--- src/rtl/bre_pkg.sv ---
`default_nettype none

package bre_pkg;

    // Map geometry
    localparam int WORD_BITS = 64;
    localparam int MAP_BITS  = 4096;
    localparam int NUM_WORDS = (MAP_BITS + WORD_BITS - 1) / WORD_BITS;
    localparam int ADDR_W    = $clog2(NUM_WORDS);
    localparam int OFF_W     = $clog2(WORD_BITS);
    localparam int POS_W     = 13;

    // Operation codes
    typedef enum logic [2:0] {
        KIND_SET       = 3'd0,
        KIND_CLEAR     = 3'd1,
        KIND_GET       = 3'd2,
        KIND_FIND      = 3'd3,
        KIND_SCAN      = 3'd4,
        KIND_CLEAR_ALL = 3'd5
    } kind_t;

    // Result codes
    localparam logic [1:0] ST_OK      = 2'd0;
    localparam logic [1:0] ST_INVALID = 2'd1;
    localparam logic [1:0] ST_NO_RUN  = 2'd2;

    // Controller to datapath
    typedef struct packed {
        logic load;
        logic check;
        logic rd;
        logic eval;
        logic put;
    } bre_cmd_t;

    // Datapath to controller
    typedef struct packed {
        logic pre_done;
        logic eval_done;
        logic eval_stay;
        logic out_busy;
    } bre_sts_t;

endpackage

`default_nettype wire

--- src/rtl/bre_ram.sv ---
`default_nettype none

module bre_ram #(
    parameter int WIDTH = 64,
    parameter int DEPTH = 64
) (
    input  wire logic                     clk,
    input  wire logic                     we,
    input  wire logic [$clog2(DEPTH)-1:0] waddr,
    input  wire logic [WIDTH-1:0]         wdata,
    input  wire logic                     re,
    input  wire logic [$clog2(DEPTH)-1:0] raddr,
    output logic      [WIDTH-1:0]         rdata
);

    logic [WIDTH-1:0] mem_reg [DEPTH];

    always_ff @(posedge clk)
    begin
        if (we)
        begin
            mem_reg[waddr] <= wdata;
        end
        if (re)
        begin
            rdata <= mem_reg[raddr];
        end
    end

endmodule

`default_nettype wire

--- src/rtl/bre_ctrl.sv ---
`default_nettype none

module bre_ctrl
    import bre_pkg::*;
(
    input  wire logic     clk,
    input  wire logic     rst_n,
    input  wire logic     in_valid,
    output logic          in_stall,
    input  wire bre_sts_t sts,
    output bre_cmd_t      cmd
);

    typedef enum logic [2:0] {
        S_IDLE,
        S_CHECK,
        S_READ,
        S_EVAL,
        S_DONE
    } state_t;

    state_t state_reg;
    state_t state_next;

    // Commands and next state
    always_comb
    begin
        cmd        = '0;
        state_next = state_reg;
        unique case (state_reg)
            S_IDLE:
            begin
                if (in_valid)
                begin
                    cmd.load   = 1'b1;
                    state_next = S_CHECK;
                end
            end
            S_CHECK:
            begin
                cmd.check  = 1'b1;
                state_next = sts.pre_done ? S_DONE : S_READ;
            end
            S_READ:
            begin
                cmd.rd     = 1'b1;
                state_next = S_EVAL;
            end
            S_EVAL:
            begin
                cmd.eval = 1'b1;
                priority if (sts.eval_done)
                    state_next = S_DONE;
                else if (sts.eval_stay)
                    state_next = S_EVAL;
                else
                    state_next = S_READ;
            end
            S_DONE:
            begin
                if (!sts.out_busy)
                begin
                    cmd.put    = 1'b1;
                    state_next = S_IDLE;
                end
            end
            default: state_next = S_IDLE;
        endcase
    end

    assign in_stall = (state_reg != S_IDLE);

    always_ff @(posedge clk or negedge rst_n)
    begin
        if (!rst_n)
            state_reg <= S_IDLE;
        else
            state_reg <= state_next;
    end

endmodule

`default_nettype wire

--- src/rtl/bre_datapath.sv ---
`default_nettype none

module bre_datapath
    import bre_pkg::*;
(
    input  wire logic               clk,
    input  wire logic               rst_n,
    input  wire bre_cmd_t           cmd,
    output bre_sts_t                sts,
    input  wire logic               cfg_write_en,
    input  wire logic [POS_W-1:0]   cfg_write_data,
    input  wire logic [2:0]         kind,
    input  wire logic [POS_W-1:0]   bit_start,
    input  wire logic [POS_W-1:0]   bit_end,
    input  wire logic [POS_W-1:0]   run_length,
    input  wire logic               bit_value,
    output logic                    out_valid,
    input  wire logic               out_stall,
    output logic [1:0]              status,
    output logic [POS_W-1:0]        position,
    output logic                    all_match
);

    localparam logic [POS_W-1:0] MAP_LIMIT = POS_W'(MAP_BITS);
    localparam logic [POS_W:0]   WORD_STEP = (POS_W+1)'(WORD_BITS);

    // Control state
    logic [POS_W-1:0]     size_reg;
    logic [NUM_WORDS-1:0] valid_reg;
    logic                 out_valid_reg;
    logic                 run_open_reg;
    logic                 run_open_next;

    // Item and walk registers
    kind_t            kind_reg;
    logic [POS_W-1:0] bs_reg;
    logic [POS_W-1:0] be_reg;
    logic [POS_W-1:0] e_reg;
    logic [POS_W-1:0] rl_reg;
    logic             v_reg;
    logic [POS_W-1:0] p_reg;
    logic [POS_W-1:0] p_next;
    logic [POS_W-1:0] runst_reg;
    logic [POS_W-1:0] runst_next;
    logic [1:0]       res_status_reg;
    logic [1:0]       res_status_next;
    logic [POS_W-1:0] res_pos_reg;
    logic [POS_W-1:0] res_pos_next;
    logic             res_all_reg;
    logic             res_all_next;
    logic [1:0]       status_reg;
    logic [POS_W-1:0] position_reg;
    logic             all_match_reg;

    // Precheck results
    logic             pre_done;
    logic [1:0]       pre_status;
    logic [POS_W-1:0] pre_pos;
    logic             pre_all;

    // Word evaluation
    logic [ADDR_W-1:0]    word_idx;
    logic [OFF_W-1:0]     lo;
    logic [POS_W-1:0]     base;
    logic [POS_W:0]       base_step;
    logic                 end_word;
    logic [POS_W-1:0]     e_off;
    logic [OFF_W:0]       hi_cnt;
    logic [WORD_BITS-1:0] lo_mask;
    logic [WORD_BITS-1:0] hi_mask;
    logic [WORD_BITS-1:0] range_mask;
    logic [WORD_BITS-1:0] rdata;
    logic [WORD_BITS-1:0] word;
    logic [WORD_BITS-1:0] diff_bits;
    logic [WORD_BITS-1:0] srch_bits;
    logic                 match_val;
    logic                 hit;
    logic [OFF_W-1:0]     hit_idx;
    logic [POS_W-1:0]     hit_pos;
    logic                 we;
    logic [WORD_BITS-1:0] wdata;
    logic                 eval_done;
    logic                 eval_stay;
    logic [ADDR_W-1:0]    clr_last;
    logic [POS_W-1:0]     size_m1;

    // Lowest set bit of a word
    function automatic logic [OFF_W:0] first_set(input logic [WORD_BITS-1:0] x);
        logic [OFF_W:0] r;
        r = '0;
        for (int i = WORD_BITS - 1; i >= 0; i--)
        begin
            if (x[i])
                r = {1'b1, OFF_W'(i)};
        end
        return r;
    endfunction

    bre_ram #(
        .WIDTH (WORD_BITS),
        .DEPTH (NUM_WORDS)
    ) u_ram (
        .clk   (clk),
        .we    (we),
        .waddr (word_idx),
        .wdata (wdata),
        .re    (cmd.rd),
        .raddr (word_idx),
        .rdata (rdata)
    );

    // Argument checks and trivial outcomes
    always_comb
    begin
        pre_done   = 1'b1;
        pre_status = ST_OK;
        pre_pos    = '0;
        pre_all    = 1'b0;
        unique case (kind_reg)
            KIND_SET, KIND_CLEAR:
            begin
                if (bs_reg > be_reg || be_reg > size_reg)
                    pre_status = ST_INVALID;
                else if (bs_reg != be_reg)
                    pre_done = 1'b0;
            end
            KIND_GET, KIND_SCAN:
            begin
                if (bs_reg >= e_reg)
                begin
                    pre_pos = e_reg;
                    pre_all = (kind_reg == KIND_GET);
                end
                else
                    pre_done = 1'b0;
            end
            KIND_FIND:
            begin
                if (be_reg <= bs_reg)
                    pre_status = ST_INVALID;
                else if (rl_reg == '0 || bs_reg >= e_reg)
                    pre_pos = bs_reg;
                else
                    pre_done = 1'b0;
            end
            KIND_CLEAR_ALL: pre_done = 1'b1;
            default:        pre_status = ST_INVALID;
        endcase
    end

    // Current word geometry and masks
    assign word_idx   = p_reg[OFF_W+ADDR_W-1:OFF_W];
    assign lo         = p_reg[OFF_W-1:0];
    assign base       = {p_reg[POS_W-1:OFF_W], {OFF_W{1'b0}}};
    assign base_step  = {1'b0, base} + WORD_STEP;
    assign end_word   = ({1'b0, e_reg} <= base_step);
    assign e_off      = e_reg - base;
    assign hi_cnt     = end_word ? e_off[OFF_W:0] : (OFF_W+1)'(WORD_BITS);
    assign lo_mask    = {WORD_BITS{1'b1}} << lo;
    assign hi_mask    = hi_cnt[OFF_W] ? {WORD_BITS{1'b1}}
                                      : ~({WORD_BITS{1'b1}} << hi_cnt[OFF_W-1:0]);
    assign range_mask = lo_mask & hi_mask;
    assign word       = valid_reg[word_idx] ? rdata : '0;

    // Bits that differ from the value sought; an unopened run searches for equal bits
    assign match_val = (kind_reg == KIND_GET) ? 1'b1 : v_reg;
    assign diff_bits = (word ^ {WORD_BITS{match_val}}) & range_mask;
    assign srch_bits = (kind_reg == KIND_FIND && !run_open_reg)
                     ? (~(word ^ {WORD_BITS{match_val}}) & range_mask) : diff_bits;
    assign {hit, hit_idx} = first_set(srch_bits);
    assign hit_pos   = {p_reg[POS_W-1:OFF_W], hit_idx};
    assign wdata     = (kind_reg == KIND_SET) ? (word | range_mask) : (word & ~range_mask);
    assign we        = cmd.eval && (kind_reg == KIND_SET || kind_reg == KIND_CLEAR);

    // One evaluation step on the current word
    always_comb
    begin
        eval_done       = 1'b0;
        eval_stay       = 1'b0;
        p_next          = base_step[POS_W-1:0];
        runst_next      = runst_reg;
        run_open_next   = run_open_reg;
        res_status_next = ST_OK;
        res_pos_next    = '0;
        res_all_next    = 1'b0;
        unique case (kind_reg)
            KIND_GET, KIND_SCAN:
            begin
                if (hit)
                begin
                    eval_done    = 1'b1;
                    res_pos_next = hit_pos;
                end
                else if (end_word)
                begin
                    eval_done    = 1'b1;
                    res_pos_next = e_reg;
                    res_all_next = (kind_reg == KIND_GET);
                end
            end
            KIND_FIND:
            begin
                if (!run_open_reg)
                begin
                    if (hit)
                    begin
                        if ((e_reg - hit_pos) < rl_reg)
                        begin
                            eval_done       = 1'b1;
                            res_status_next = ST_NO_RUN;
                            res_pos_next    = be_reg;
                        end
                        else
                        begin
                            eval_stay     = 1'b1;
                            p_next        = hit_pos;
                            runst_next    = hit_pos;
                            run_open_next = 1'b1;
                        end
                    end
                    else if (end_word)
                    begin
                        eval_done       = 1'b1;
                        res_status_next = ST_NO_RUN;
                        res_pos_next    = be_reg;
                    end
                end
                else
                begin
                    if (hit)
                    begin
                        if ((hit_pos - runst_reg) >= rl_reg)
                        begin
                            eval_done    = 1'b1;
                            res_pos_next = runst_reg;
                        end
                        else
                        begin
                            eval_stay     = 1'b1;
                            p_next        = hit_pos;
                            run_open_next = 1'b0;
                        end
                    end
                    else if (end_word)
                    begin
                        eval_done    = 1'b1;
                        res_pos_next = runst_reg;
                    end
                end
            end
            default:
            begin
                eval_done = end_word;
            end
        endcase
    end

    assign sts.pre_done  = pre_done;
    assign sts.eval_done = eval_done;
    assign sts.eval_stay = eval_stay;
    assign sts.out_busy  = out_valid_reg && out_stall;

    assign size_m1  = size_reg - 1'b1;
    assign clr_last = size_m1[OFF_W+ADDR_W-1:OFF_W];

    // Control registers
    always_ff @(posedge clk or negedge rst_n)
    begin
        if (!rst_n)
        begin
            size_reg      <= MAP_LIMIT;
            valid_reg     <= '0;
            out_valid_reg <= 1'b0;
            run_open_reg  <= 1'b0;
        end
        else
        begin
            if (cfg_write_en)
                size_reg <= (cfg_write_data > MAP_LIMIT) ? MAP_LIMIT : cfg_write_data;

            if (cmd.check && kind_reg == KIND_CLEAR_ALL && size_reg != '0)
            begin
                for (int i = 0; i < NUM_WORDS; i++)
                begin
                    if (ADDR_W'(i) <= clr_last)
                        valid_reg[i] <= 1'b0;
                end
            end
            else if (we)
                valid_reg[word_idx] <= 1'b1;

            if (cmd.put)
                out_valid_reg <= 1'b1;
            else if (!out_stall)
                out_valid_reg <= 1'b0;

            if (cmd.load)
                run_open_reg <= 1'b0;
            else if (cmd.eval)
                run_open_reg <= run_open_next;
        end
    end

    // Payload registers
    always_ff @(posedge clk)
    begin
        if (cmd.load)
        begin
            kind_reg <= kind_t'(kind);
            bs_reg   <= bit_start;
            be_reg   <= bit_end;
            rl_reg   <= run_length;
            v_reg    <= bit_value;
            p_reg    <= bit_start;
            if (kind == KIND_SET || kind == KIND_CLEAR)
                e_reg <= bit_end;
            else
                e_reg <= (bit_end < size_reg) ? bit_end : size_reg;
        end
        if (cmd.check)
        begin
            res_status_reg <= pre_status;
            res_pos_reg    <= pre_pos;
            res_all_reg    <= pre_all;
        end
        if (cmd.eval)
        begin
            p_reg     <= p_next;
            runst_reg <= runst_next;
            if (eval_done)
            begin
                res_status_reg <= res_status_next;
                res_pos_reg    <= res_pos_next;
                res_all_reg    <= res_all_next;
            end
        end
        if (cmd.put)
        begin
            status_reg    <= res_status_reg;
            position_reg  <= res_pos_reg;
            all_match_reg <= res_all_reg;
        end
    end

    assign out_valid = out_valid_reg;
    assign status    = status_reg;
    assign position  = position_reg;
    assign all_match = all_match_reg;

endmodule

`default_nettype wire

--- src/rtl/bitmap_range_engine_core.sv ---
// Channel   Direction  Handshake            Payload
// in        request    in_valid / in_stall  kind, bit_start, bit_end, run_length, bit_value
// out       result     out_valid/out_stall  status, position, all_match
// cfg       write      cfg_write_en         cfg_write_data (size_in_use)
//
// One request at a time: a load and an argument check, then a RAM read and
// an evaluate step per 64-bit word visited, plus an extra evaluate step each
// time find opens or breaks a run, then a step to post the result.
// Clear all, like any request settled by the argument check, visits no word.
// The map RAM has one read and one write port; per-word valid flops stand in
// for zeroed words, so reset and clear all need no sweep.
// A stalled result is held in the output register while the next request
// is accepted and worked on.
`default_nettype none

module bitmap_range_engine_core
    import bre_pkg::*;
(
    input  wire logic               clk,
    input  wire logic               rst_n,
    input  wire logic               cfg_write_en,
    input  wire logic [POS_W-1:0]   cfg_write_data,
    input  wire logic               in_valid,
    output logic                    in_stall,
    input  wire logic [2:0]         kind,
    input  wire logic [POS_W-1:0]   bit_start,
    input  wire logic [POS_W-1:0]   bit_end,
    input  wire logic [POS_W-1:0]   run_length,
    input  wire logic               bit_value,
    output logic                    out_valid,
    input  wire logic               out_stall,
    output logic [1:0]              status,
    output logic [POS_W-1:0]        position,
    output logic                    all_match
);

    bre_cmd_t cmd;
    bre_sts_t sts;

    bre_ctrl u_ctrl (
        .clk      (clk),
        .rst_n    (rst_n),
        .in_valid (in_valid),
        .in_stall (in_stall),
        .sts      (sts),
        .cmd      (cmd)
    );

    bre_datapath u_dp (
        .clk            (clk),
        .rst_n          (rst_n),
        .cmd            (cmd),
        .sts            (sts),
        .cfg_write_en   (cfg_write_en),
        .cfg_write_data (cfg_write_data),
        .kind           (kind),
        .bit_start      (bit_start),
        .bit_end        (bit_end),
        .run_length     (run_length),
        .bit_value      (bit_value),
        .out_valid      (out_valid),
        .out_stall      (out_stall),
        .status         (status),
        .position       (position),
        .all_match      (all_match)
    );

    // At most one command per cycle
    a_cmd_onehot: assert property (@(posedge clk) disable iff (!rst_n)
        $onehot0({cmd.load, cmd.check, cmd.rd, cmd.eval, cmd.put}))
        else $error("more than one datapath command");

    // An accepted request blocks the input until it completes
    a_busy_after_accept: assert property (@(posedge clk) disable iff (!rst_n)
        (in_valid && !in_stall) |=> in_stall)
        else $error("input not stalled after accept");

    // A posted result is presented next cycle
    a_put_shows: assert property (@(posedge clk) disable iff (!rst_n)
        cmd.put |=> out_valid)
        else $error("result not presented");

endmodule

`default_nettype wire

--- config.mk ---
export PLATFORM = sky130hd
export DESIGN_NAME = bitmap_range_engine_core
export DESIGN_NICKNAME = d
export VERILOG_FILES = /design/src/rtl/bre_pkg.sv /design/src/rtl/bre_ram.sv /design/src/rtl/bre_ctrl.sv /design/src/rtl/bre_datapath.sv /design/src/rtl/bitmap_range_engine_core.sv
export SDC_FILE = /design/constraint.sdc
export NUM_CORES = 2
export LEC_CHECK = 0
export BUFFER_PORTS_ARGS = -buffer_cell sky130_fd_sc_hd__clkbuf_2
export CAP_MARGIN = 20
export CORE_MARGIN = 2
export CORE_UTILIZATION = 50
export CTS_CLUSTER_DIAMETER = 150
export DETAILED_ROUTE_END_ITERATION = 8
export HOLD_SLACK_MARGIN = 0.05
export MAX_ROUTING_LAYER = met4
export PLACE_DENSITY = 0.72
export SYNTH_ARGS = -nofsm -noshare
export SYNTH_HDL_FRONTEND = slang
export SYNTH_SLANG_ARGS = --single-unit
--- constraint.sdc ---
create_clock -name clk -period 11.6 [get_ports clk]
set_input_delay 2.9 -clock clk [delete_from_list [all_inputs] [get_ports clk]]
set_output_delay 2.9 -clock clk [all_outputs]
set_load 0.03 [all_outputs]
**After elaboration in Yosys (flattened, before gate mapping)**

Memories as Yosys holds them, arrays and structs flattened. A register that Yosys moved wholly into a read port is not among the register bits.
Index checks and enable logic that the tools add are counted.

- Output and inout port bits: 18
- Input port bits: 61
- Register bits: 196
- Memories kept: 1
- Logic and storage cells: 578
- RAM bits: 4,096

Memory list:

| name | depth | bits a word | read ports | clocked after memory_dff | wr ports | line | RTL |
|---|---|---|---|---|---|---|---|
| u_dp.u_ram.mem_reg | 64 | 64 | 1 | 1 | 1 | bre_ram.sv:16 | `logic [WIDTH-1:0] mem_reg [DEPTH];` |

- Reduce and logical (&&, ||, !) cells: 91
- Muxes and demuxes: 229
- Add/subtract/negate cells: 5
- Shift-type cells: 2
- Bitwise operators: 12
- Eq/ne operators: 80
- Magnitude comparators: 75

Operators with widths:

| kind | number |
|---|---|
| 2-to-1 mux 7 bit | 65 |
| 2-to-1 mux 64 bit | 6 |
| 2-to-1 mux 13 bit | 26 |
| bitwise AND 64 bit | 4 |
| <= comparator 6 bit, first input constant | 32 |
| inverter 64 bit | 3 |
| != test 2 bit, second input constant | 66 |
| AND reduction 2 bit | 66 |
| bitwise OR 64 bit | 2 |
| << shifter 64 x 6 -> 64 bit, first input constant | 2 |
| 2-to-1 mux 1 bit | 112 |
| <= comparator 5 x 6 -> 1 bit, first input constant | 16 |
| bitwise XOR 64 bit | 1 |
| case mux 13 bit (2 select lines) | 2 |
| <= comparator 4 x 6 -> 1 bit, first input constant | 8 |
| greater-or-equal comparator 13 bit | 2 |
| > comparator 13 bit | 2 |
| < comparator 13 bit | 2 |
| subtractor 13 bit | 2 |
| <= comparator 3 x 6 -> 1 bit, first input constant | 4 |
| 2-to-1 mux 2 bit | 8 |
| case mux 3 bit (5 select lines) | 1 |
| adder 13 x 7 -> 14 bit, second input constant | 1 |
| <= comparator 13 x 14 -> 1 bit | 1 |
| 33 further kinds | 60 |

**Longest topological paths before layout**

- Depth in word-level cells: 82
- Mapped depth: 50
- Depth with buffers taken out: 42

**Hierarchy**

From an unflattened synthesis, not the netlist that was laid out.

- Cells, all modules: 9,113
- Area total of the unflattened synthesis: 175,808.6 um^2

By module, submodules not included:

| module | times used | cells an instance | seq. area each (um^2) | area an instance (um^2) |
|---|---|---|---|---|
| bre_ram | 1 | 6,812 | 124,919.8 | 157,528.6 |
| bre_datapath | 1 | 2,279 | 5,241.3 | 18,077.3 |
| bre_ctrl | 1 | 22 | 75.1 | 202.7 |

**Worst setup path after synthesis**

Ideal clock, no wire load.

- Path type: register to register
- From: register u_dp.p_reg[7]
- To: register u_dp.runst_reg[0] (enable)
- Cell stages (with the launch flop): 45
- Setup slack: 1,523 ps
- Setup time: 417 ps
- Required time: 11,183 ps
- Path buffers: 9
- Arrival time: 9,660 ps
- Period minus slack after synthesis: 10,077 ps
- Path through: edfxtp_1 -> buf_2 -> and3_1 -> clkbuf_1 -> clkbuf_1 -> clkbuf_1 -> clkbuf_1 -> buf_1 -> xnor2_1 -> ha_1 -> o21a_1 -> o31ai_1 -> a2bb2oi_1 -> clkbuf_1 -> buf_2 -> a21oi_1 -> clkbuf_1 -> a21oi_1 -> (+9 left out) -> o21ai_0 -> nand2b_1 -> and2_1 -> o21ai_0 -> nand2b_1 -> and2_1 -> o21ai_0 -> nand2b_1 -> a21o_1 -> a21o_1 -> a21o_1 -> a21oi_1 -> xnor2_1 -> ha_1 -> nand4_1 -> o21ai_0 -> nand2_1 -> nor4_1

- Word-level cells in the longest chain between the ends: 77
- Elaborated cells on any way between the ends: 83
- Those cells by class: add/sub (2); order compare (2); shift (1); mux (70); bitwise (7); reduce/logical (1)

RTL lines:

| item | line | RTL |
|---|---|---|
| from (decl) | bre_datapath.sv:41 | `logic [POS_W-1:0] p_reg;` |
| from (signal assigned) | bre_datapath.sv:314 | `p_reg <= bit_start;` |
| from (signal assigned) | bre_datapath.sv:328 | `p_reg <= p_next;` |
| adder 13 x 7 -> 14 bit | bre_datapath.sv:155 | `assign base_step = {1'b0, base} + WORD_STEP;` |
| <= comparator 13 x 14 -> 1 bit | bre_datapath.sv:156 | `assign end_word = ({1'b0, e_reg} <= base_step);` |
| 2-to-1 mux 7 bit | bre_datapath.sv:158 | `assign hi_cnt = end_word ? e_off[OFF_W:0] : (OFF_W+1)'(WORD_BITS);` |
| << shifter 64 x 6 -> 64 bit | bre_datapath.sv:161 | `: ~({WORD_BITS{1'b1}} << hi_cnt[OFF_W-1:0]);` |
| inverter 64 bit | bre_datapath.sv:161 |  |
| 2-to-1 mux 64 bit | bre_datapath.sv:160 | `assign hi_mask = hi_cnt[OFF_W] ? {WORD_BITS{1'b1}}` |
| bitwise AND 64 bit | bre_datapath.sv:162 | `assign range_mask = lo_mask & hi_mask;` |
| bitwise AND 64 bit (on tied branches) | bre_datapath.sv:167, bre_datapath.sv:169 |  |
| 2-to-1 mux 64 bit | bre_datapath.sv:169 | `? (~(word ^ {WORD_BITS{match_val}}) & range_mask) : diff_bits;` |
| 2-to-1 mux 7 bit (64 in series) | bre_datapath.sv:93 | `if (x[i])` |
| subtractor 13 bit | bre_datapath.sv:207 | `if ((e_reg - hit_pos) < rl_reg)` |
| < comparator 13 bit | bre_datapath.sv:207 |  |
| inverter 1 bit (no source line) | - |  |
| AND reduction 5 bit (no source line) (*) | - |  |
| to (signal assigned) | bre_datapath.sv:329 | `runst_reg <= runst_next;` |
| to (decl) | bre_datapath.sv:43 | `logic [POS_W-1:0] runst_reg;` |

Every way passes the cells marked *; elsewhere a longest branch is shown, timed or not. The select of a mux whose other input is x is not followed.
A chain may end at the register's enable or synchronous reset.

**Final worst setup path**

- From: register u_dp.p_reg[8]
- To: register u_dp.res_pos_reg[10]

- Word-level cells in the longest chain between the ends: 81
- Elaborated cells on any way between the ends: 103
- Those cells by class: add/sub (3); order compare (3); shift (1); mux (90); bitwise (6)

RTL lines:

| item | line | RTL |
|---|---|---|
| adder 13 x 7 -> 14 bit | bre_datapath.sv:155 |  |
| <= comparator 13 x 14 -> 1 bit | bre_datapath.sv:156 |  |
| 2-to-1 mux 7 bit | bre_datapath.sv:158 |  |
| << shifter 64 x 6 -> 64 bit | bre_datapath.sv:161 |  |
| inverter 64 bit | bre_datapath.sv:161 |  |
| 2-to-1 mux 64 bit | bre_datapath.sv:160 |  |
| bitwise AND 64 bit | bre_datapath.sv:162 |  |
| bitwise AND 64 bit (on tied branches) | bre_datapath.sv:167, bre_datapath.sv:169 |  |
| (+65 left out) | - |  |
| named net u_dp.hit_idx[1] | bre_datapath.sv:78 | `logic [OFF_W-1:0] hit_idx;` |
| subtractor 13 bit (on tied branches) | bre_datapath.sv:207, bre_datapath.sv:232 |  |
| < comparator 13 bit / greater-or-equal comparator 13 bit (equally long branches) | bre_datapath.sv:207, bre_datapath.sv:232 |  |
| 2-to-1 mux 13 bit (tied with other cells) | bre_datapath.sv:207 |  |
| 2-to-1 mux 13 bit (tied with other cells) | bre_datapath.sv:205 | `if (hit)` |
| 2-to-1 mux 13 bit / 2-to-1 mux 1 bit (equally long branches) | bre_datapath.sv:203 | `if (!run_open_reg)` |
| case mux 13 bit (2 select lines) / case mux 1 bit (2 select lines) (equally long branches) | bre_datapath.sv:186 | `unique case (kind_reg)` |
| 2-to-1 mux 13 bit (*) | bre_datapath.sv:330 | `if (eval_done)` |
| 2-to-1 mux 13 bit (*) | bre_datapath.sv:326 | `if (cmd.eval)` |
| to (signal assigned) | bre_datapath.sv:323 | `res_pos_reg <= pre_pos;` |
| to (signal assigned) | bre_datapath.sv:333 | `res_pos_reg <= res_pos_next;` |
| to (decl) | bre_datapath.sv:47 | `logic [POS_W-1:0] res_pos_reg;` |

The timed path passes the listed nets; every way through them passes the cells marked *. The select of a mux whose other input is x is not followed.

==> out/results.txt <==
Run status - complete, no violations
Combined global-route utilization of all metal layers - 34.9%
Post-CTS clock slew at the launch and capture registers of the worst setup and hold paths - 0.07 ns
Initial DRT Pass Iterations - 7
Starting density of the core - 50.1%
Total number of nets in the final design - 10100
Ports - 79
Area of the core - 330000 um2
Largest vdd supply drop - 0.000182 V
Core Util, Final - 56.6%
Static leakage - 58.7 nW
Number of instances on the worst hold path - 0
Terminating pin of the worst hold path - u_dp.position[1]
Pwr Density - 227 nW/um2
Clk Tree Root Cell - sky130_fd_sc_hd__clkbuf_16
Most frequent cell after synthesis - sky130_fd_sc_hd__edfxtp_1
Top achievable clock speed - 0.0936 GHz
Final Routed Wirelength - 581000 um
Post-detailed-route via-to-cell ratio - 7.24
Setup repair after global routing missed its margin - false
Final clock skew - 0.0767 ns
Endpoint of the most critical register-to-register path - u_dp.res_pos_reg[10]
Tmin final - 10.68 ns
Via count of the first global-routing pass - 99200
Library cell contributing the largest single delay on the critical path - sky130_fd_sc_hd__a2111oi_0
Critical path origin - u_dp.p_reg[8]
CTS sink cnt - 4356
Number of enable flip-flop cells after synthesis - 4258
Slack of the worst reg-to-reg path - 0.92 ns
DR vias - 107000
Post-DRT Antenna Nets - 0
Length in cells of the worst reg-to-reg path - 42
Sum of negative setup slack - 0 ns
Maximum number of pins on one net before global-route repair - 112
Critical Path Source Type - flop
Syn Area/Cell - 17.0 um2
Seq cells post-synth - 4356
CTS tree - done
Gpl congestion - 1.02
Register area share after synthesis - 78.8%
Hold WC Path Type - flop to flop
Non-Filler Cell Area, Final - 187000 um2
Async set-or-reset flop fraction in the synthesized netlist - 1.88%
Instance area at placement - 174000 um2
Number of synthesis warnings - 0
Primary flip-flop cell chosen by synthesis mapping - sky130_fd_sc_hd__edfxtp_1
Post-route total power - 42.3 mW
Largest area contributor in the netlist - sky130_fd_sc_hd__edfxtp_1
Fraction of final layout cells sized beyond drive strength 1 - 12.4%
Max Transition Viols Final - 0
Overall die width - 579 um
Critical Path Sink Type - flop
Biggest area contributors in the synthesized netlist - sky130_fd_sc_hd__edfxtp_1, sky130_fd_sc_hd__a22oi_1, sky130_fd_sc_hd__a221oi_1
Number of buffers created by CTS - 411
Peak fanout along the critical path - 16
Slew @ Worst Pin - 1.30 ns
Layout overhead on the synthesized area - 12.8%
Post-synth top cells - sky130_fd_sc_hd__edfxtp_1, sky130_fd_sc_hd__a22oi_1, sky130_fd_sc_hd__clkbuf_1
Kind of critical path - flop to flop
First-pass GRT wire length - 792000 um
Crit-path max cell delay - 0.82 ns
R2r startpoint - u_dp.p_reg[8]
Max-cap violations - 0
Count of endpoints failing hold in the final timing report - 0
Area of the mapped netlist - 165000 um2
Clock latency reported for the late side of the worst-skew pair - 1.00 ns
Clk buf depth - 4
Total gr overflow - 0
CP Data Required Time - 12.52 ns
Count of routing violations after the opening detailed-route iteration - 21300
Worst endpoint data arrival time - 11.60 ns
Die height - 579 um
Final cycle utilization of the critical path - 92.1%
Post-synth cell types - 98
Number of antenna violations at the first check in global routing - 20
Min-Delay Startpoint - u_dp.res_pos_reg[1]
Post-synthesis instance total - 9709
Final setup violation count - 0
Area enclosed by the die boundary - 335000 um2
Net Count, Synth - 9880
Fillcell total - 24100
Final routed DRC violation total - 0
Area share of the largest cell type after synthesis - 77.3%
# port buffers - 78
Maximum level of the CTS H-tree - 5
Minimum setup slack in the final design - 0.921 ns
Slew Limit Headroom - 13.1%
Largest register FFs - 4096
Detailed-route wire length per cell - 39.5 um
Row Count - 211
Dominant cell type by count on the critical path - sky130_fd_sc_hd__a21oi_1
Post-Place Setup Slack - 0.885 ns
HPWL after DPL - 315000 um
metal layers:
metal / GRT usage, % / wire length, um
met4: 17.0 / 34700
met1: 45.9 / 202000
met2: 50.2 / 255000
met5: - / 0
met3: 9.80 / 89400
area by class of cell:
| type | count | area [um2] | area share, % |
|---|---|---|---|
| multi-input combinational | 4608 | 33700 | 18.1 |
| inverter | 113 | 424 | 0.227 |
| antenna | 32 | 80.1 | 0.0429 |
| sequential | 4356 | 130000 | 69.8 |
| clock inverter | 249 | 1910 | 1.03 |
| clock buffer | 506 | 10800 | 5.81 |
| timing repair buffer | 481 | 3830 | 2.05 |
| tap | 4366 | 5460 | 2.93 |
layout by cell type, fill, tap and decap left out, types with 49 or more instances in the layout:
master	netlist	routed
sky130_fd_sc_hd__edfxtp_1	4258	4258
sky130_fd_sc_hd__a22oi_1	1410	1410
sky130_fd_sc_hd__clkbuf_16	0	420
sky130_fd_sc_hd__buf_4	4	369
sky130_fd_sc_hd__a31oi_1	350	350
sky130_fd_sc_hd__a221oi_1	344	344
sky130_fd_sc_hd__a22o_1	337	337
sky130_fd_sc_hd__a21oi_1	289	289
sky130_fd_sc_hd__nor2_1	282	215
sky130_fd_sc_hd__nand2_1	191	188
sky130_fd_sc_hd__o21ai_0	201	149
sky130_fd_sc_hd__nand4_1	141	141
sky130_fd_sc_hd__nand3_1	141	135
sky130_fd_sc_hd__clkinv_1	2	113
sky130_fd_sc_hd__ha_1	108	108
sky130_fd_sc_hd__inv_1	108	107
sky130_fd_sc_hd__clkbuf_1	508	86
sky130_fd_sc_hd__clkinv_2	0	81
sky130_fd_sc_hd__dfrtp_1	81	81
sky130_fd_sc_hd__nor4_1	80	79
sky130_fd_sc_hd__clkbuf_2	0	77
sky130_fd_sc_hd__nor2_4	0	66
sky130_fd_sc_hd__a41oi_1	59	59
sky130_fd_sc_hd__o21ai_4	2	55
sky130_fd_sc_hd__xnor2_1	49	49
through the flow:
| step | cells | hold WS [ns] |
|---|---|---|
| finish | 14700 | 0.443 |
| global route | 14700 | 0.452 |
| CTS | 14700 | 0.440 |
| global placement | 13900 | 0.419 |
| detailed placement | 13900 | 0.425 |
| floorplan | 9709 | 0.408 |
worst max-delay path, delay by kind of cell, from the launching register on:
kind	cells	cell delay, ns
compound gates	22	5.85
xor+xnor	2	0.29
fa+ha+maj	3	0.85
buf+inv	3	0.66
flops	1	0.68
simple gates	12	2.22
where the power goes:
part / leakage [nW] / internal [mW] / switching (mW)
logic: 11.9 / 2.76 / 7.50
clock network: 6.24 / 7.12 / 5.80
registers: 40.5 / 18.9 / 0.280
how the worst max path moves through the flow:
| stage | endpoint | slack, ns | cells past startpoint |
|---|---|---|---|
| floorplan | u_dp.runst_reg[0] | 1.52 | 44 |
| global placement | u_dp.res_pos_reg[7] | 0.74 | 43 |
| detailed placement | u_dp.res_pos_reg[11] | 0.89 | 43 |
| CTS | u_dp.res_pos_reg[11] | 0.87 | 43 |
| global route | u_dp.res_pos_reg[11] | 0.09 | 42 |
| finish | u_dp.res_pos_reg[10] | 0.92 | 42 |
logic make-up (layout without fill, tap and decap cells):
| kind of cell | after synthesis | after routing | share of synthesized area [%] |
|---|---|---|---|
| mux | 46 | 46 | 0.307 |
| fa+ha+maj | 110 | 110 | 0.842 |
| compound gates | 3370 | 3370 | 15.0 |
| buf+inv | 745 | 1349 | 1.72 |
| flops | 4356 | 4356 | 78.8 |
| xor+xnor | 59 | 59 | 0.313 |
| simple gates | 1023 | 1023 | 3.07 |
| other cells | 0 | 32 | 0 |
repair_timing:
item / in CTS / in global routing
setup endpoints to repair: 0 / 17
resized for setup: 0 / 1
buffers inserted: 0 / 0
hold buffers: 0 / 0
Note: power is estimated with default switching activity, not from simulation.
